## src/rtl/ctt_pkg.sv

```systemverilog
// Shared types and constants for the configuration text tokenizer.
// Depends on nothing; the lexer, top level and checker files import it.
package ctt_pkg;

  localparam int CountWidth = 16;
  localparam int OutCountW  = 16;
  localparam int MaxEvents  = 4;
  localparam int EvIdxW     = $clog2(MaxEvents);
  localparam int EvCntW     = $clog2(MaxEvents + 1);

  localparam logic [2:0] EvValue       = 3'd0;
  localparam logic [2:0] EvEnd         = 3'd1;
  localparam logic [2:0] EvUnrec       = 3'd2;
  localparam logic [2:0] EvOpenBracket = 3'd3;
  localparam logic [2:0] EvOpenBrace   = 3'd4;
  localparam logic [2:0] EvOpenQuote   = 3'd5;

  localparam logic [2:0] TkSection  = 3'd0;
  localparam logic [2:0] TkKeyword  = 3'd1;
  localparam logic [2:0] TkVariable = 3'd2;
  localparam logic [2:0] TkList     = 3'd3;
  localparam logic [2:0] TkString   = 3'd4;

  localparam logic [7:0] ChBracketOpen  = 8'h5B;
  localparam logic [7:0] ChBracketClose = 8'h5D;
  localparam logic [7:0] ChBraceOpen    = 8'h7B;
  localparam logic [7:0] ChBraceClose   = 8'h7D;
  localparam logic [7:0] ChDash         = 8'h2D;
  localparam logic [7:0] ChQuote        = 8'h22;
  localparam logic [7:0] ChNewline      = 8'h0A;
  localparam logic [7:0] ChSpace        = 8'h20;

  typedef struct packed {
    logic [2:0]           event_kind;
    logic [2:0]           token_kind;
    logic [7:0]           value_byte;
    logic [OutCountW-1:0] line_number;
    logic [OutCountW-1:0] column_number;
  } ctt_event_t;

  typedef struct packed {
    ctt_event_t [MaxEvents-1:0] events;
    logic [EvCntW-1:0]          count;
  } ctt_batch_t;

  function automatic logic is_ws(input logic [7:0] b);
    return (b == ChSpace) || (b >= 8'h09 && b <= 8'h0D);
  endfunction

  function automatic logic is_alpha(input logic [7:0] b);
    return (b >= 8'h41 && b <= 8'h5A) || (b >= 8'h61 && b <= 8'h7A);
  endfunction

  function automatic logic is_alnum(input logic [7:0] b);
    return is_alpha(b) || (b >= 8'h30 && b <= 8'h39);
  endfunction

endpackage

```

## src/rtl/ctt_if.sv

```systemverilog
// Valid/ready channel interfaces for the tokenizer: text bytes in, events out.
// Depends on nothing.
interface ctt_in_if;
  logic       valid;
  logic       ready;
  logic [7:0] in_byte;
  logic       end_of_input;

  modport source (output valid, output in_byte, output end_of_input, input ready);
  modport sink   (input valid, input in_byte, input end_of_input, output ready);
endinterface

interface ctt_out_if;
  logic        valid;
  logic        ready;
  logic [2:0]  event_kind;
  logic [2:0]  token_kind;
  logic [7:0]  value_byte;
  logic [15:0] line_number;
  logic [15:0] column_number;
  logic        last_result;

  modport source (output valid, output event_kind, output token_kind, output value_byte,
                  output line_number, output column_number, output last_result,
                  input ready);
  modport sink   (input valid, input event_kind, input token_kind, input value_byte,
                  input line_number, input column_number, input last_result,
                  output ready);
endinterface

```

## src/rtl/ctt_lexer.sv

```systemverilog
// Scan state (mode, line and column counts) and the per-byte event batch.
// Depends on ctt_pkg.
module ctt_lexer #(
  parameter int COUNT_WIDTH = ctt_pkg::CountWidth
) (
  input  logic               clk,
  input  logic               rst_n,
  input  logic               take,
  input  logic [7:0]         in_byte,
  input  logic               end_of_input,
  output ctt_pkg::ctt_batch_t batch
);
  import ctt_pkg::*;

  typedef enum logic [2:0] {
    ModeIdle     = 3'd0,
    ModeDash     = 3'd1,
    ModeSection  = 3'd2,
    ModeKeyword  = 3'd3,
    ModeVariable = 3'd4,
    ModeList     = 3'd5,
    ModeString   = 3'd6
  } mode_t;

  localparam logic [COUNT_WIDTH-1:0] CountOne = COUNT_WIDTH'(1);

  mode_t                  mode_r, mode_nxt;
  logic [COUNT_WIDTH-1:0] line_r, line_nxt;
  logic [COUNT_WIDTH-1:0] col_r, col_nxt;

  function automatic logic [COUNT_WIDTH-1:0] sat_inc(input logic [COUNT_WIDTH-1:0] v);
    return (v == '1) ? v : v + CountOne;
  endfunction

  function automatic logic [OutCountW-1:0] to_out(input logic [COUNT_WIDTH-1:0] v);
    logic [COUNT_WIDTH+OutCountW-1:0] t;
    t = {{OutCountW{1'b0}}, v};
    return t[OutCountW-1:0];
  endfunction

  function automatic ctt_event_t make_ev(input logic [2:0] ek, input logic [2:0] tk,
                                         input logic [7:0] vb,
                                         input logic [COUNT_WIDTH-1:0] ln,
                                         input logic [COUNT_WIDTH-1:0] cl);
    ctt_event_t e;
    e.event_kind    = ek;
    e.token_kind    = tk;
    e.value_byte    = vb;
    e.line_number   = to_out(ln);
    e.column_number = to_out(cl);
    return e;
  endfunction

  always_comb begin
    logic [EvCntW-1:0]          n_v;
    ctt_event_t [MaxEvents-1:0] ev_v;
    logic                       redo;
    mode_t                      m_v;
    logic [COUNT_WIDTH-1:0]     ln_v;
    logic [COUNT_WIDTH-1:0]     cl_v;

    n_v  = '0;
    ev_v = '0;
    redo = 1'b0;
    m_v  = mode_r;
    ln_v = line_r;
    cl_v = col_r;

    unique case (mode_r)
      ModeDash: begin
        m_v = ModeIdle;
        if (in_byte == ChSpace) begin
          cl_v = sat_inc(sat_inc(cl_v));
          m_v  = ModeKeyword;
        end else begin
          ev_v[n_v[EvIdxW-1:0]] = make_ev(EvUnrec, TkSection, 8'h00, ln_v, cl_v);
          n_v  = n_v + 1'b1;
          redo = 1'b1;
        end
      end
      ModeSection, ModeList: begin
        cl_v = sat_inc(cl_v);
        ev_v[n_v[EvIdxW-1:0]] = make_ev(EvValue, (mode_r == ModeList) ? TkList : TkSection,
                                        in_byte, ln_v, cl_v);
        n_v = n_v + 1'b1;
        if ((mode_r == ModeSection && in_byte == ChBracketClose) ||
            (mode_r == ModeList && in_byte == ChBraceClose)) begin
          ev_v[n_v[EvIdxW-1:0]] = make_ev(EvEnd, (mode_r == ModeList) ? TkList : TkSection,
                                          8'h00, ln_v, cl_v);
          n_v = n_v + 1'b1;
          m_v = ModeIdle;
        end
      end
      ModeKeyword: begin
        if (is_ws(in_byte)) begin
          ev_v[n_v[EvIdxW-1:0]] = make_ev(EvEnd, TkKeyword, 8'h00, ln_v, cl_v);
          n_v  = n_v + 1'b1;
          m_v  = ModeIdle;
          redo = 1'b1;
        end else begin
          cl_v = sat_inc(cl_v);
          ev_v[n_v[EvIdxW-1:0]] = make_ev(EvValue, TkKeyword, in_byte, ln_v, cl_v);
          n_v = n_v + 1'b1;
        end
      end
      ModeVariable: begin
        if (is_alnum(in_byte)) begin
          cl_v = sat_inc(cl_v);
          ev_v[n_v[EvIdxW-1:0]] = make_ev(EvValue, TkVariable, in_byte, ln_v, cl_v);
          n_v = n_v + 1'b1;
        end else begin
          ev_v[n_v[EvIdxW-1:0]] = make_ev(EvEnd, TkVariable, 8'h00, ln_v, cl_v);
          n_v  = n_v + 1'b1;
          m_v  = ModeIdle;
          redo = 1'b1;
        end
      end
      ModeString: begin
        cl_v = sat_inc(cl_v);
        if (in_byte == ChQuote) begin
          ev_v[n_v[EvIdxW-1:0]] = make_ev(EvEnd, TkString, 8'h00, ln_v, cl_v);
          m_v = ModeIdle;
        end else begin
          ev_v[n_v[EvIdxW-1:0]] = make_ev(EvValue, TkString, in_byte, ln_v, cl_v);
        end
        n_v = n_v + 1'b1;
      end
      default: begin
        m_v  = ModeIdle;
        redo = 1'b1;
      end
    endcase

    if (redo) begin
      if (is_ws(in_byte)) begin
        if (in_byte == ChNewline) begin
          ln_v = sat_inc(ln_v);
          cl_v = CountOne;
        end else begin
          cl_v = sat_inc(cl_v);
        end
      end else if (in_byte == ChBracketOpen) begin
        cl_v = sat_inc(cl_v);
        ev_v[n_v[EvIdxW-1:0]] = make_ev(EvValue, TkSection, in_byte, ln_v, cl_v);
        n_v = n_v + 1'b1;
        m_v = ModeSection;
      end else if (in_byte == ChDash) begin
        m_v = ModeDash;
      end else if (is_alpha(in_byte)) begin
        cl_v = sat_inc(cl_v);
        ev_v[n_v[EvIdxW-1:0]] = make_ev(EvValue, TkVariable, in_byte, ln_v, cl_v);
        n_v = n_v + 1'b1;
        m_v = ModeVariable;
      end else if (in_byte == ChBraceOpen) begin
        cl_v = sat_inc(cl_v);
        ev_v[n_v[EvIdxW-1:0]] = make_ev(EvValue, TkList, in_byte, ln_v, cl_v);
        n_v = n_v + 1'b1;
        m_v = ModeList;
      end else if (in_byte == ChQuote) begin
        cl_v = sat_inc(cl_v);
        m_v  = ModeString;
      end else begin
        ev_v[n_v[EvIdxW-1:0]] = make_ev(EvUnrec, TkSection, 8'h00, ln_v, cl_v);
        n_v = n_v + 1'b1;
      end
    end

    if (end_of_input) begin
      case (m_v)
        ModeDash: begin
          ev_v[n_v[EvIdxW-1:0]] = make_ev(EvUnrec, TkSection, 8'h00, ln_v, cl_v);
          n_v = n_v + 1'b1;
        end
        ModeSection: begin
          ev_v[n_v[EvIdxW-1:0]] = make_ev(EvOpenBracket, TkSection, 8'h00, ln_v, cl_v);
          n_v = n_v + 1'b1;
          ev_v[n_v[EvIdxW-1:0]] = make_ev(EvEnd, TkSection, 8'h00, ln_v, cl_v);
          n_v = n_v + 1'b1;
        end
        ModeKeyword: begin
          ev_v[n_v[EvIdxW-1:0]] = make_ev(EvEnd, TkKeyword, 8'h00, ln_v, cl_v);
          n_v = n_v + 1'b1;
        end
        ModeVariable: begin
          ev_v[n_v[EvIdxW-1:0]] = make_ev(EvEnd, TkVariable, 8'h00, ln_v, cl_v);
          n_v = n_v + 1'b1;
        end
        ModeList: begin
          ev_v[n_v[EvIdxW-1:0]] = make_ev(EvOpenBrace, TkList, 8'h00, ln_v, cl_v);
          n_v = n_v + 1'b1;
          ev_v[n_v[EvIdxW-1:0]] = make_ev(EvEnd, TkList, 8'h00, ln_v, cl_v);
          n_v = n_v + 1'b1;
        end
        ModeString: begin
          ev_v[n_v[EvIdxW-1:0]] = make_ev(EvOpenQuote, TkString, 8'h00, ln_v, cl_v);
          n_v = n_v + 1'b1;
          ev_v[n_v[EvIdxW-1:0]] = make_ev(EvEnd, TkString, 8'h00, ln_v, cl_v);
          n_v = n_v + 1'b1;
        end
        default: begin
        end
      endcase
      m_v  = ModeIdle;
      ln_v = CountOne;
      cl_v = CountOne;
    end

    batch.events = ev_v;
    batch.count  = n_v;
    mode_nxt     = m_v;
    line_nxt     = ln_v;
    col_nxt      = cl_v;
  end

  always_ff @(posedge clk) begin
    if (!rst_n) begin
      mode_r <= ModeIdle;
      line_r <= CountOne;
      col_r  <= CountOne;
    end else if (take) begin
      mode_r <= mode_nxt;
      line_r <= line_nxt;
      col_r  <= col_nxt;
    end
  end

endmodule

```

## src/rtl/config_text_tokenizer.sv

```systemverilog
// Configuration text tokenizer top level: scan state plus the result buffer.
// Depends on ctt_pkg, ctt_in_if, ctt_out_if and ctt_lexer.
//
// Usage: text bytes enter on in_ch, one per transaction, with end_of_input
// set on the final byte of a text. Each byte yields zero to four events on
// out_ch: value bytes, token ends, unrecognized bytes and unterminated
// lexemes, each stamped with the line and column count (low 16 bits).
// last_result marks the final event caused by a byte.
// The first event of a byte is presented the cycle after the byte is taken.
// One byte per cycle is taken while each byte yields at most one event and the
// receiver is ready; a byte with more than one event holds the input until its
// last event is leaving, since the output register drains one event per cycle
// while the receiver is ready. Bytes that yield no event pass at one per cycle.
// A stalled receiver holds the buffered events; a new byte is taken in the
// same cycle as the last buffered event leaves.
// Reset (rst_n low at a clock edge) returns to between tokens, sets both
// counts to one and empties the buffer. After a byte marked end_of_input,
// the next text likewise starts between tokens with both counts at one.
module config_text_tokenizer #(
  parameter int COUNT_WIDTH = ctt_pkg::CountWidth
) (
  input logic      clk,
  input logic      rst_n,
  ctt_in_if.sink   in_ch,
  ctt_out_if.source out_ch
);
  import ctt_pkg::*;

  ctt_batch_t                 batch;
  ctt_event_t [MaxEvents-1:0] ev_r;
  logic [EvCntW-1:0]          cnt_r;
  logic                       in_take;
  logic                       out_take;

  assign out_take    = out_ch.valid && out_ch.ready;
  assign in_ch.ready = (cnt_r == '0) || ((cnt_r == EvCntW'(1)) && out_ch.ready);
  assign in_take     = in_ch.valid && in_ch.ready;

  ctt_lexer #(.COUNT_WIDTH(COUNT_WIDTH)) u_lexer (
    .clk          (clk),
    .rst_n        (rst_n),
    .take         (in_take),
    .in_byte      (in_ch.in_byte),
    .end_of_input (in_ch.end_of_input),
    .batch        (batch)
  );

  always_ff @(posedge clk) begin
    if (!rst_n) begin
      cnt_r <= '0;
    end else if (in_take) begin
      cnt_r <= batch.count;
    end else if (out_take) begin
      cnt_r <= cnt_r - 1'b1;
    end
  end

  always_ff @(posedge clk) begin
    if (in_take) begin
      ev_r <= batch.events;
    end else if (out_take) begin
      for (int i = 0; i < MaxEvents - 1; i++) begin
        ev_r[i] <= ev_r[i+1];
      end
    end
  end

  assign out_ch.valid         = (cnt_r != '0);
  assign out_ch.event_kind    = ev_r[0].event_kind;
  assign out_ch.token_kind    = ev_r[0].token_kind;
  assign out_ch.value_byte    = ev_r[0].value_byte;
  assign out_ch.line_number   = ev_r[0].line_number;
  assign out_ch.column_number = ev_r[0].column_number;
  assign out_ch.last_result   = (cnt_r == EvCntW'(1));

endmodule

```

## src/flat_wrapper.sv

```systemverilog
// flat-port wrapper written by rule: the top's interface ports become plain ports
module config_text_tokenizer_flat import ctt_pkg::*;
#(
  parameter int COUNT_WIDTH = ctt_pkg::CountWidth
)
  (clk, rst_n, in_ch_valid, in_ch_in_byte, in_ch_end_of_input, in_ch_ready, out_ch_valid, out_ch_event_kind, out_ch_token_kind, out_ch_value_byte, out_ch_line_number, out_ch_column_number, out_ch_last_result, out_ch_ready);
  ctt_in_if in_ch_i ();
  ctt_out_if out_ch_i ();
  input logic clk;
  input logic rst_n;
  input wire logic [$bits(in_ch_i.valid)-1:0] in_ch_valid;
  input wire logic [$bits(in_ch_i.in_byte)-1:0] in_ch_in_byte;
  input wire logic [$bits(in_ch_i.end_of_input)-1:0] in_ch_end_of_input;
  output wire logic [$bits(in_ch_i.ready)-1:0] in_ch_ready;
  output wire logic [$bits(out_ch_i.valid)-1:0] out_ch_valid;
  output wire logic [$bits(out_ch_i.event_kind)-1:0] out_ch_event_kind;
  output wire logic [$bits(out_ch_i.token_kind)-1:0] out_ch_token_kind;
  output wire logic [$bits(out_ch_i.value_byte)-1:0] out_ch_value_byte;
  output wire logic [$bits(out_ch_i.line_number)-1:0] out_ch_line_number;
  output wire logic [$bits(out_ch_i.column_number)-1:0] out_ch_column_number;
  output wire logic [$bits(out_ch_i.last_result)-1:0] out_ch_last_result;
  input wire logic [$bits(out_ch_i.ready)-1:0] out_ch_ready;
  assign in_ch_i.valid = in_ch_valid;
  assign in_ch_i.in_byte = in_ch_in_byte;
  assign in_ch_i.end_of_input = in_ch_end_of_input;
  assign in_ch_ready = in_ch_i.ready;
  assign out_ch_valid = out_ch_i.valid;
  assign out_ch_event_kind = out_ch_i.event_kind;
  assign out_ch_token_kind = out_ch_i.token_kind;
  assign out_ch_value_byte = out_ch_i.value_byte;
  assign out_ch_line_number = out_ch_i.line_number;
  assign out_ch_column_number = out_ch_i.column_number;
  assign out_ch_last_result = out_ch_i.last_result;
  assign out_ch_i.ready = out_ch_ready;
  config_text_tokenizer #(.COUNT_WIDTH(COUNT_WIDTH)) u_core (.clk(clk), .rst_n(rst_n), .in_ch(in_ch_i), .out_ch(out_ch_i));
endmodule
```

## config.mk

```make
export PLATFORM = sky130hd
export DESIGN_NAME = config_text_tokenizer_flat
export DESIGN_NICKNAME = d
export VERILOG_FILES = /design/src/rtl/ctt_pkg.sv /design/src/rtl/ctt_if.sv /design/src/rtl/ctt_lexer.sv /design/src/rtl/config_text_tokenizer.sv /design/src/flat_wrapper.sv
export SDC_FILE = /design/constraint.sdc
export NUM_CORES = 1
export LEC_CHECK = 0
export BUFFER_PORTS_ARGS = -buffer_cell sky130_fd_sc_hd__buf_2
export CAP_MARGIN = 30
export CORE_ASPECT_RATIO = 0.6
export CORE_MARGIN = 3
export CORE_UTILIZATION = 40
export DETAILED_ROUTE_END_ITERATION = 10
export MAX_ROUTING_LAYER = met4
export PLACE_DENSITY = 0.6
export SYNTH_ARGS = -nofsm -noshare
export SYNTH_HDL_FRONTEND = slang
export SYNTH_SLANG_ARGS = --single-unit
```

## constraint.sdc

```tcl
create_clock -name clk -period 13.98 [get_ports clk]
set_input_delay 2.097 -clock clk [delete_from_list [all_inputs] [get_ports clk]]
set_output_delay 2.097 -clock clk [all_outputs]
set_load 0.005 [all_outputs]
```

### After elaboration in Yosys (flattened, before gate mapping)

Index checks and enable logic that the tools add are counted.

| word-level totals | value |
|---|---|
| output and inout port bits | 49 |
| logic and storage cells | 187 |
| input port bits | 13 |
| flip-flop bits (word level) | 222 |

| operators by class | value |
|---|---|
| equal/unequal tests | 25 |
| order comparisons | 14 |
| $add $sub $neg | 8 |
| mux-type cells | 91 |
| reduce and logical (&&, ||, !) cells | 25 |

Operators by type and width:

| kind | count |
|---|---|
| 184-bit bitwise mux | 13 |
| 184-bit two-way mux | 8 |
| 184-bit case mux with 6 select lines | 1 |
| 16-bit two-way mux | 20 |
| 46-bit demux with 2-bit select | 3 |
| 138-bit two-way mux | 2 |
| 46-bit case mux with 5 select lines | 1 |
| 46-bit two-way mux | 4 |
| 44-bit two-way mux | 4 |
| 3-bit two-way mux | 22 |
| 16-bit by 1-bit adder with 16-bit output (second input constant) | 4 |
| 16-bit equality test (second input constant) | 4 |
| 16-bit case mux with 4 select lines | 1 |
| 45-bit two-way mux | 1 |
| 8-bit by 7-bit equality test with 1-bit output (second input constant) | 4 |
| 8-bit by 6-bit equality test with 1-bit output (second input constant) | 3 |
| 3-bit equality test (second input constant) | 6 |
| 8-bit by 7-bit greater-or-equal comparator with 1-bit output (second input constant) | 2 |
| 8-bit by 7-bit <= comparator with 1-bit output (second input constant) | 2 |
| 3-bit case mux with 5 select lines | 1 |
| 3-bit by 2-bit equality test with 1-bit output (second input constant) | 4 |
| 1-bit logical AND | 12 |
| 3-bit OR reduction | 4 |
| 3-bit by 1-bit adder with 3-bit output (second input constant) | 3 |
| other kinds (19) | 34 |

### Longest topological paths before layout

Gate-level depths: netlist of the first run.

| logic depth | value |
|---|---|
| word-level depth | 22 |
| gate-level depth with buffers | 23 |

### By module

Synthesis of the first run repeated with hierarchy kept, for this count alone.

| second synthesis, totals | value |
|---|---|
| cell total of the unflattened synthesis | 2316 |
| area total of the unflattened synthesis | 17752.0 um2 |

By module, submodules not included:

| module | seq. area each (um2) | times used | cells each | area each (um2) |
|---|---|---|---|---|
| ctt_lexer | 700.7 | 1 | 1607 | 9859.5 |
| config_text_tokenizer | 5585.4 | 1 | 709 | 7892.6 |

### Worst setup path after synthesis of the first run

OpenSTA, ideal clock, no wires.

| timing path | value |
|---|---|
| path kind | input-to-reg |
| from | in in_ch_in_byte[6] |
| to | reg u_core.ev_r, in the netlist u_core.out_ch.column_number[7] (data pin) |
| buffers on the path | 3 |
| setup slack | 7567 ps |
| data required time | 13722 ps |
| arrival time | 6155 ps |
| stages | 15 |
| path through | clkbuf_1 -> or4b_1 -> nor3b_2 -> clkbuf_1 -> nand2_1 -> or3_1 -> nand4_1 -> clkbuf_1 -> ha_1 -> inv_1 -> nor3_1 -> a31oi_1 -> nand4_1 -> or3b_2 -> o221a_2 |

| between the ends | value |
|---|---|
| longest elaborated chain between the ends | 22 |
| elaborated cells on any way between the ends | 118 |
| those cells by class | add/sub: 3; order compare: 14; eq/ne: 15; mux: 73; reduce/logical: 13 |

RTL lines:

| element | line | source |
|---|---|---|
| start: declaration | flat_wrapper.sv:12 | `input wire logic [$bits(in_ch_i.in_byte)-1:0] in_ch_in_byte;` |
| 8-bit by 7-bit equality test with 1-bit output, on equally long branches | ctt_lexer.sv:86, ctt_lexer.sv:87 |  |
| 1-bit logical AND, on equally long branches | ctt_lexer.sv:86, ctt_lexer.sv:87 |  |
| 1-bit logical OR | ctt_lexer.sv:86 | `if ((mode_r == ModeSection && in_byte == ChBracketClose) \|\|` |
| 2-bit two-way mux | ctt_lexer.sv:86 |  |
| 2-bit case mux with 3 select lines | ctt_lexer.sv:69 | `unique case (mode_r)` |
| 3-bit by 1-bit adder with 3-bit output, or another cell as far along | - |  |
| 3-bit two-way mux or 1-bit logical AND (tied branches) | - |  |
| 3-bit two-way mux or 46-bit two-way mux (tied branches) | - |  |
| [... 6 more ...] | - |  |
| 2-bit by 3-bit less-than comparator with 1-bit output (not written as such), or another cell as far along | ctt_lexer.sv:177, ctt_lexer.sv:191, ctt_lexer.sv:197 |  |
| 1-bit logical AND (not written as such), or another cell as far along | ctt_lexer.sv:177, ctt_lexer.sv:191, ctt_lexer.sv:197 |  |
| 46-bit two-way mux (not written as such), or another cell as far along | ctt_lexer.sv:177, ctt_lexer.sv:191, ctt_lexer.sv:197 |  |
| 46-bit demux with 2-bit select, or another cell as far along | ctt_lexer.sv:177, ctt_lexer.sv:191, ctt_lexer.sv:197 |  |
| 184-bit bitwise mux, on equally long branches | ctt_lexer.sv:197, ctt_lexer.sv:177, ctt_lexer.sv:191 |  |
| 184-bit case mux with 6 select lines | ctt_lexer.sv:169 | `case (m_v)` |
| 184-bit two-way mux (*) | ctt_lexer.sv:168 | `if (end_of_input) begin` |
| 138-bit two-way mux (*) | config_text_tokenizer.sv:59 | `if (in_take) begin` |
| end signal: assignment | config_text_tokenizer.sv:60 | `ev_r <= batch.events;` |
| end signal: indexed assignment | config_text_tokenizer.sv:63 | `ev_r[i] <= ev_r[i+1];` |
| end: declaration | config_text_tokenizer.sv:30 | `ctt_event_t [MaxEvents-1:0] ev_r;` |

Every way passes the cells marked *; elsewhere a longest branch is shown, timed or not.
A chain may end at the register's enable or synchronous reset.

### Worst setup path after layout of the first run

| timing path | value |
|---|---|
| from | reg u_core.u_lexer.col_r[0] |
| to | reg u_core.ev_r[49] (netlist bit) (data pin) |

| between the ends | value |
|---|---|
| longest elaborated chain between the ends | 20 |
| elaborated cells on any way between the ends | 46 |
| those cells by class | add/sub: 3; eq/ne: 3; mux: 40 |

RTL lines:

| element | line | source |
|---|---|---|
| start: declaration | ctt_lexer.sv:29 | `logic [COUNT_WIDTH-1:0] col_r, col_nxt;` |
| start signal: assignment | ctt_lexer.sv:219 | `col_r <= CountOne;` |
| start signal: assignment | ctt_lexer.sv:223 | `col_r <= col_nxt;` |
| 16-bit by 1-bit adder with 16-bit output or 16-bit equality test (tied branches) | ctt_lexer.sv:32 | `return (v == '1) ? v : v + CountOne;` |
| 16-bit two-way mux | ctt_lexer.sv:32 |  |
| 16-bit by 1-bit adder with 16-bit output or 16-bit equality test (tied branches) | ctt_lexer.sv:32 |  |
| 16-bit two-way mux | ctt_lexer.sv:32 |  |
| 16-bit two-way mux | ctt_lexer.sv:72 | `if (in_byte == ChSpace) begin` |
| 16-bit case mux with 4 select lines | ctt_lexer.sv:69 |  |
| 16-bit by 1-bit adder with 16-bit output or 16-bit equality test (tied branches) | ctt_lexer.sv:32 |  |
| 16-bit two-way mux | ctt_lexer.sv:32 |  |
| [... 4 more ...] | - |  |
| 184-bit two-way mux or 16-bit two-way mux (tied branches) | ctt_lexer.sv:142 | `end else if (in_byte == ChBracketOpen) begin` |
| 184-bit two-way mux or 16-bit two-way mux (tied branches) | ctt_lexer.sv:135 | `if (is_ws(in_byte)) begin` |
| 184-bit two-way mux or 16-bit two-way mux (tied branches) | ctt_lexer.sv:134 | `if (redo) begin` |
| 184-bit bitwise mux, on equally long branches | ctt_lexer.sv:195, ctt_lexer.sv:175, ctt_lexer.sv:189 |  |
| 184-bit bitwise mux, on equally long branches | ctt_lexer.sv:197, ctt_lexer.sv:177, ctt_lexer.sv:191 |  |
| 184-bit case mux with 6 select lines | ctt_lexer.sv:169 |  |
| 184-bit two-way mux (*) | ctt_lexer.sv:168 |  |
| 138-bit two-way mux (*) | config_text_tokenizer.sv:59 |  |

Marked as above.

==> summary.md, run 1 <==
| Metric | Value |
|---|---|
| Run status | `complete, no violations` |
| Final setup TNS | `0 ns` |
| Max-slew headroom | `16.8%` |
| Nets | `2105` |
| Worst Clk Skew | `0.0346 ns` |
| Fraction of registers with async set/reset | `0%` |
| Non-filler cells, final | `2672` |
| Crit path DAT | `8.18 ns` |
| Max Cap Viol | `0` |
| Hold WC Path Type | `flop to flop` |
| Setup bufs post-CTS | `0` |
| Layout cell share with drive strength beyond 1 | `11.8%` |
| Post-synth cell types | `102` |
| IR drop worst, VDD | `127 uV` |
| IO buf count | `61` |
| Die height | `166 um` |
| Full die area | `45400 sq um` |
| Post-synth EDFFs | `184` |
| CP startpoint kind | `flop` |
| GRT Overall Usage | `39.9%` |
| Final Setup Violations | `0` |
| Required time of the critical path | `14.20 ns` |
| Top fanout value on the critical path | `12` |
| Yosys reg bits | `222` |
| CP Cell Sequence | `ha_1 -> nand3_2 -> nor3_2 -> xnor2_1 -> ha_1 -> nand2_1 -> nor4_1 -> o32a_1 -> a21boi_0 -> o211a_1 -> a31oi_1 -> a21oi_1 -> a31oi_1 -> a21oi_1 -> o211ai_1` |
| First-pass GRT wire length | `128000 um` |
| Setup CP Type | `flop to flop` |
| Gate Count Post-Synth | `2135` |
| Initial antenna violation count | `8` |
| Final HPWL DP | `67200 um` |
| Ports | `62` |
| CORE AREA | `42100 sq um` |
| Synthesized area | `17100 sq um` |
| CTS tree | `done` |
| Area contributors post-synth | `edfxtp_1 (32%), nor2_1 (5.8%), o21ai_0 (5.4%)` |
| Vias/cell | `7.06` |
| Fin crit share | `57.0%` |
| Worst setup EP type | `flop` |
| Power Density | `151 nW/um^2` |
| Register area share after synthesis | `36.7%` |
| Hold-fix buffers, CTS | `0` |
| Final GP Congestion | `1.17` |
| Top_reg_cell synth | `edfxtp_1` |
| Tmin final | `7.96 ns` |
| Clock Tree Root | `clkbuf_16` |
| Antenna-violating nets left | `0` |
| Post_cts resized | `0` |
| Cts bufs inserted | `24` |
| Syn_nets | `2166` |
| Clock latency on the worst-skew pair | `0.58 ns` |
| Largest net degree at the start of global routing | `101` |
| Final Hold Vio Count | `0` |
| CP bufs+invs | `0` |
| Clock-pin slew on the worst setup and hold paths | `0.07 ns` |
| X dimension of the die | `273 um` |
| Floorplan row count | `58` |
| Synth top area share | `32.3%` |
| Initial Utilization | `40.7%` |
| Clk buf depth | `3` |
| Measured slew at the worst slew-check pin | `1.25 ns` |
| Num Clock Sinks | `222` |
| F_max | `126 MHz` |
| Total grt overflow | `0` |
| Max Slew Vio Count | `0` |
| WL final | `90900 um` |
| Vias after detailed routing | `18.9k` |
| CP top delay family | `compound AO/OA/AOI/OAI gates` |
| CP max stage delay | `0.87 ns` |
| CP max stage cell | `a21oi_1` |
| Yosys warning count | `0` |
| H-tree depth | `1` |
| Initial DRC count | `3850` |
| Leak Pwr | `6.46 nW` |
| Per-cell routed wire length | `34.0 um` |
| Cell taking the most area after synthesis | `edfxtp_1` |
| Vias in the first global route | `16.9k` |
| Setup repair after global routing missed its margin | `no` |
| Placed Cells | `2616` |
| Synthesis-to-finish area growth | `9.01%` |
| TritonRoute pass-1 iters | `8` |
| Synthesized area per cell | `8.02 sq um` |
| DR DRC count | `0` |
## sequential cells by signal, summed over array words and instances (netlist names), 8 cells and up
register                     cells
u_core.ev_r                    138
u_core.out_ch.column_number     16
u_core.out_ch.line_number       16
u_core.u_lexer.col_r            16
u_core.u_lexer.line_r           16
u_core.out_ch.value_byte         8
## Yosys cell counts (all sizes together) (8+ instances only)
cell	number
o31ai	15
o21a	14
nor2b	12
o21ai	191
nor2	265
nand2	242
o221ai	11
a22o	28
xor2	10
nor4	19
and2	30
or3	10
inv	23
ha	18
buf	79
or2	9
a21oi	184
dfxtp	38
edfxtp	184
o22ai	23
a31oi	59
xnor2	14
nand3	82
a211oi	20
and4	9
o211ai	38
a22oi	41
o311ai	8
a221oi	20
a221o	8
nand4	33
a21o	21
nor3	49
a2bb2oi	8
clkbuf	148
and3	18
mux2i	13
## placed cells by master, fill, tap and decap left out, types with 8 or more instances in the layout
cell and count:
and2_1 30, a211oi_1 20, ha_1 18, mux2i_1 13
nand3_1 79, edfxtp_1 184, a22oi_1 41, buf_4 75
or2_2 9, o21a_1 14, nand4_1 32, a31oi_1 58
nand2_1 241, a21o_1 21, nor2b_1 12, o221ai_1 11
xor2_1 10, and3_1 18, o31ai_1 15, buf_2 63
nor4_1 18, o21ai_0 182, a2bb2oi_1 8, diode_2 10
a21oi_1 178, nor3_1 44, xnor2_1 14, a221o_1 8
inv_1 22, or3_1 10, o211ai_1 36, o22ai_1 23
and4_1 9, a221oi_1 19, dfxtp_1 38, a22o_1 28
clkbuf_16 24, nor2_1 263
## area by class of cell
class | count | area (sq um)
multi-input cells | 1661 | 9740
well taps | 570 | 713
repair buffers | 140 | 921
flip-flops and latches | 222 | 6290
inverters | 25 | 96.3
fillers | 4263 | 23400
diodes | 10 | 25.0
clock buffers | 32 | 651
clock inverters | 12 | 236
## per-stage QoR
stage / power [mW] / cell area [sq um] / hold WS (ns) / setup WS (ns) / util [%]
global placement: 2.04 / 17700 / 0.492 / 5.81 / 42.0
finish: 2.82 / 18700 / 0.517 / 6.02 / 44.4
global route: 2.93 / 18700 / 0.542 / 5.94 / 44.3
detailed placement: 2.05 / 17700 / 0.506 / 5.93 / 42.1
floorplan: 1.74 / 17100 / 0.473 / 7.57 / -
CTS: 2.80 / 18600 / 0.520 / 6.50 / 44.2
## cell families (layout without fill, tap and decap cells)
kind of cell             count (synthesis)  count (layout)  synth area share, %
AO/OA/AOI/OAI                          785             785                 30.5
adder cells (fa/ha/maj)                 18              18                 1.31
buffers and inverters                  252             209                 6.77
other                                    1              11               0.0219
XOR/XNOR                                24              24                 1.23
AND/OR/NAND/NOR                        813             813                 22.2
multiplexers                            20              20                 1.22
flip-flops                             222             222                 36.7
## per-layer routing
layer	share of wire [%]	global-route usage [%]
met1	44	59.0
met5	0	-
met4	3.1	9.90
met2	35	47.2
met3	17	18.6
## worst reg2reg max path: cells and delay by family, from the launching register on
kind / cells / cell delay (ns)
flip-flops: 1 / 0.68
XOR/XNOR: 1 / 0.49
AND/OR/NAND/NOR: 4 / 1.95
adder cells (fa/ha/maj): 2 / 1.12
AO/OA/AOI/OAI: 8 / 3.39
## final timing paths
check	startpoint	end	slack, ns	cells past startpoint
worst max-delay path	u_core.u_lexer.col_r[0]	u_core.ev_r[49]	6.02	15
worst min-delay path	u_core.ev_r[179]	u_core.ev_r[133]	0.52	2
worst max register to register	u_core.u_lexer.col_r[0]	u_core.ev_r[49]	6.02	15
worst min register to register	u_core.ev_r[179]	u_core.ev_r[133]	0.52	2
## where the power goes
| group | total (mW) | switching (mW) | internal (mW) |
|---|---|---|---|
| Clock | 0.749 | 0.307 | 0.442 |
| Combinational | 0.914 | 0.648 | 0.266 |
| Sequential | 1.16 | 0.0884 | 1.07 |
(Power assumes the default switching activity.)
==> inputs of run 2 (changes only) <==
Settings changed: PLACE_DENSITY 0.6 to 0.62.
Clock period 13.98 ns to 6.8 ns, I/O delays scaled along.
==> run 2 against run 1 <==
Worst hold slack better by 0.0074 ns; die area unchanged; clock power up 100%; routed wire length up 3.5%; core utilization up 2.0 points; final area up 4.6%; cell count up 4.2%.
==> summary.md, run 2 (same netlist as run 1, synthesis figures left out) <==
| Metric | Value |
|---|---|
| Antenna-violating nets left | `0 (unchanged)` |
| Placed Cells | `2734 (was 2616)` |
| Met1 usage | `61.6% (was 59.0%)` |
| GRT Overall Usage | `41.4% (was 39.9%)` |
| Required time of the critical path | `7.25 ns (was 14.20 ns)` |
| Nets | `2223 (was 2105)` |
| Setup bufs post-CTS | `0 (unchanged)` |
| CP Launch Point | `u_core.u_lexer.col_r[0] (unchanged)` |
| X dimension of the die | `273 um (unchanged)` |
| CORE AREA | `42100 sq um (unchanged)` |
| DR DRC count | `0 (unchanged)` |
| Clock Tree Root | `clkbuf_16 (unchanged)` |
| Final GP Congestion | `1.09 (was 1.17)` |
| Hold-fix buffers, CTS | `0 (unchanged)` |
| Max-slew headroom | `25.7% (was 16.8%)` |
| Share of the core filled with cells | `46.4% (was 44.4%)` |
| Die height | `166 um (unchanged)` |
| Hold WC Path Type | `flop to flop (unchanged)` |
| Met3 Resource Use GR | `18.1% (was 18.6%)` |
| Design Area, Final | `19500 sq um (was 18700 sq um)` |
| TritonRoute pass-1 iters | `8 (unchanged)` |
| Num Clock Sinks | `222 (unchanged)` |
| Power Density | `296 nW/um^2 (was 151 nW/um^2)` |
| Global Route met2 Usage | `49.3% (was 47.2%)` |
| Max Slew Vio Count | `0 (unchanged)` |
| Hold_ws | `0.524 ns (was 0.517 ns)` |
| Critical path endpoint | `u_core.ev_r[148] (was u_core.ev_r[49])` |
| Crit path DAT | `7.13 ns (was 8.18 ns)` |
| Layout cell share with drive strength beyond 1 | `16.2% (was 11.8%)` |
| Most common cell after layout, fill and taps aside | `nor2_1 (unchanged)` |
| CP startpoint kind | `flop (unchanged)` |
| Non-filler cells, final | `2783 (was 2672)` |
| Initial antenna violation count | `5 (was 8)` |
| WL final | `94200 um (was 90900 um)` |
| Clock latency on the worst-skew pair | `0.57 ns (was 0.58 ns)` |
| Critical R2R Capture | `u_core.ev_r[148] (was u_core.ev_r[49])` |
| Setup CP Type | `flop to flop (unchanged)` |
| HP Start | `u_core.ev_r[157] (was u_core.ev_r[179])` |
| Ports | `62 (unchanged)` |
| Final setup TNS | `0 ns (unchanged)` |
| Max reg flops | `138 (unchanged)` |
| Worst Clk Skew | `0.0193 ns (was 0.0346 ns)` |
| Clk buf depth | `3 (unchanged)` |
| Top fanout value on the critical path | `12 (unchanged)` |
| Total grt overflow | `0 (unchanged)` |
| Cts bufs inserted | `25 (was 24)` |
| Initial Utilization | `40.7% (unchanged)` |
| Floorplan row count | `58 (unchanged)` |
| CTS tree | `done (unchanged)` |
| Vias/cell | `7.00 (was 7.06)` |
| Max Cap Viol | `0 (unchanged)` |
| Biggest register | `u_core.ev_r (unchanged)` |
| First-pass GRT wire length | `132000 um (was 128000 um)` |
| Final Setup Violations | `0 (unchanged)` |
| H-tree depth | `1 (unchanged)` |
| Clock-pin slew on the worst setup and hold paths | `0.07 ns (about the same)` |
| Per-cell routed wire length | `33.8 um (was 34.0 um)` |
| Vias after detailed routing | `19.5k (was 18.9k)` |
| Synthesis-to-finish area growth | `14.0% (was 9.01%)` |
| Initial DRC count | `3633 (was 3850)` |
| Largest net degree at the start of global routing | `85 (was 101)` |
| Final HPWL DP | `70800 um (was 67200 um)` |
| R2R cell count | `18 (was 15)` |
| Tmin final | `6.68 ns (was 7.96 ns)` |
| R2r startpoint | `u_core.u_lexer.col_r[0] (unchanged)` |
| Cell area after placement | `18600 sq um (was 17700 sq um)` |
| Leak Pwr | `7.03 nW (was 6.46 nW)` |
| Final Hold Vio Count | `0 (unchanged)` |
| Most frequent cells in the layout | `nor2_1 (263), nand2_1 (241), buf_4 (192) (was nor2_1 (263), nand2_1 (241), edfxtp_1 (184))` |
| IO buf count | `61 (unchanged)` |
| Fin crit share | `98.2% (was 57.0%)` |
| Vias in the first global route | `17.4k (was 16.9k)` |
| IR drop worst, VDD | `222 uV (was 127 uV)` |
| R2R Setup Slk | `0.12 ns (was 6.02 ns)` |
| Run status | `complete, no violations (unchanged)` |
| Worst setup EP type | `flop (unchanged)` |
| F_max | `150 MHz (was 126 MHz)` |
| Full die area | `45400 sq um (unchanged)` |
| Setup repair after global routing missed its margin | `no (unchanged)` |
| Measured slew at the worst slew-check pin | `1.11 ns (was 1.25 ns)` |
| GR peak layer | `met1 (unchanged)` |
run 2: per-stage QoR:
stage | setup slack [ns] | power, mW
after global placement | 0.320 | 4.19
after detailed placement | 0.326 | 4.21
after CTS | 0.275 | 5.72
after floorplan | 1.46 | 3.57
final | 0.120 | 5.77
after global routing | 0.0930 | 6.01
run 2: layer usage:
metal	wire length, um	share of wire, %	up-vias
met5	0	0	-
met4	2930	3.1	0
met3	16500	17	210
met2	33400	35	1682
met1	41300	44	9421
li1	-	-	8167
run 2: worst min path at each step:
stage | endpoint | slack [ns] | cells after the start
final | u_core.ev_r[111] | 0.52 | 2
after global placement | u_core.cnt_r[2] | 0.50 | 2
after CTS | u_core.cnt_r[2] | 0.51 | 2
after global routing | u_core.ev_r[84] | 0.55 | 1
after floorplan | u_core.cnt_r[2] | 0.47 | 2
after detailed placement | u_core.cnt_r[2] | 0.50 | 2
run 2: final cells by class:
type                       count  area, sq um
fill                        4169        22600
clock inverter                15          211
timing repair buffer         257         1820
sequential                   222         6290
clock buffer                  31          678
antenna                        2         5.00
inverter                      25         96.3
tap                          570          713
multi-input combinational   1661         9720
run 2: worst max-delay path, stage by stage, from the launching register on:
cell,delay [ns]
dfxtp_1,0.64
ha_1,0.47
nand3_2,0.26
or4_1,0.79
a21oi_4,0.40
o211ai_1,0.39
nor4_1,0.49
buf_4,0.18
o32a_1,0.28
a21boi_1,0.48
o211a_1,0.33
buf_4,0.21
nand3_1,0.09
buf_4,0.22
and3_1,0.23
a21oi_1,0.15
a21oi_1,0.07
o32ai_1,0.62
buf_4,0.22
run 2: power breakdown:
part	switching (mW)	total, mW	internal [mW]
Combinational	1.30	1.89	0.593
Sequential	0.161	2.36	2.20
Clock	0.618	1.52	0.899
run 2: timing repair:
action	4_1_cts	5_1_grt
setup endpoints to repair	0	3
endpoints found under the hold margin	0	0
gates resized for setup	0	1
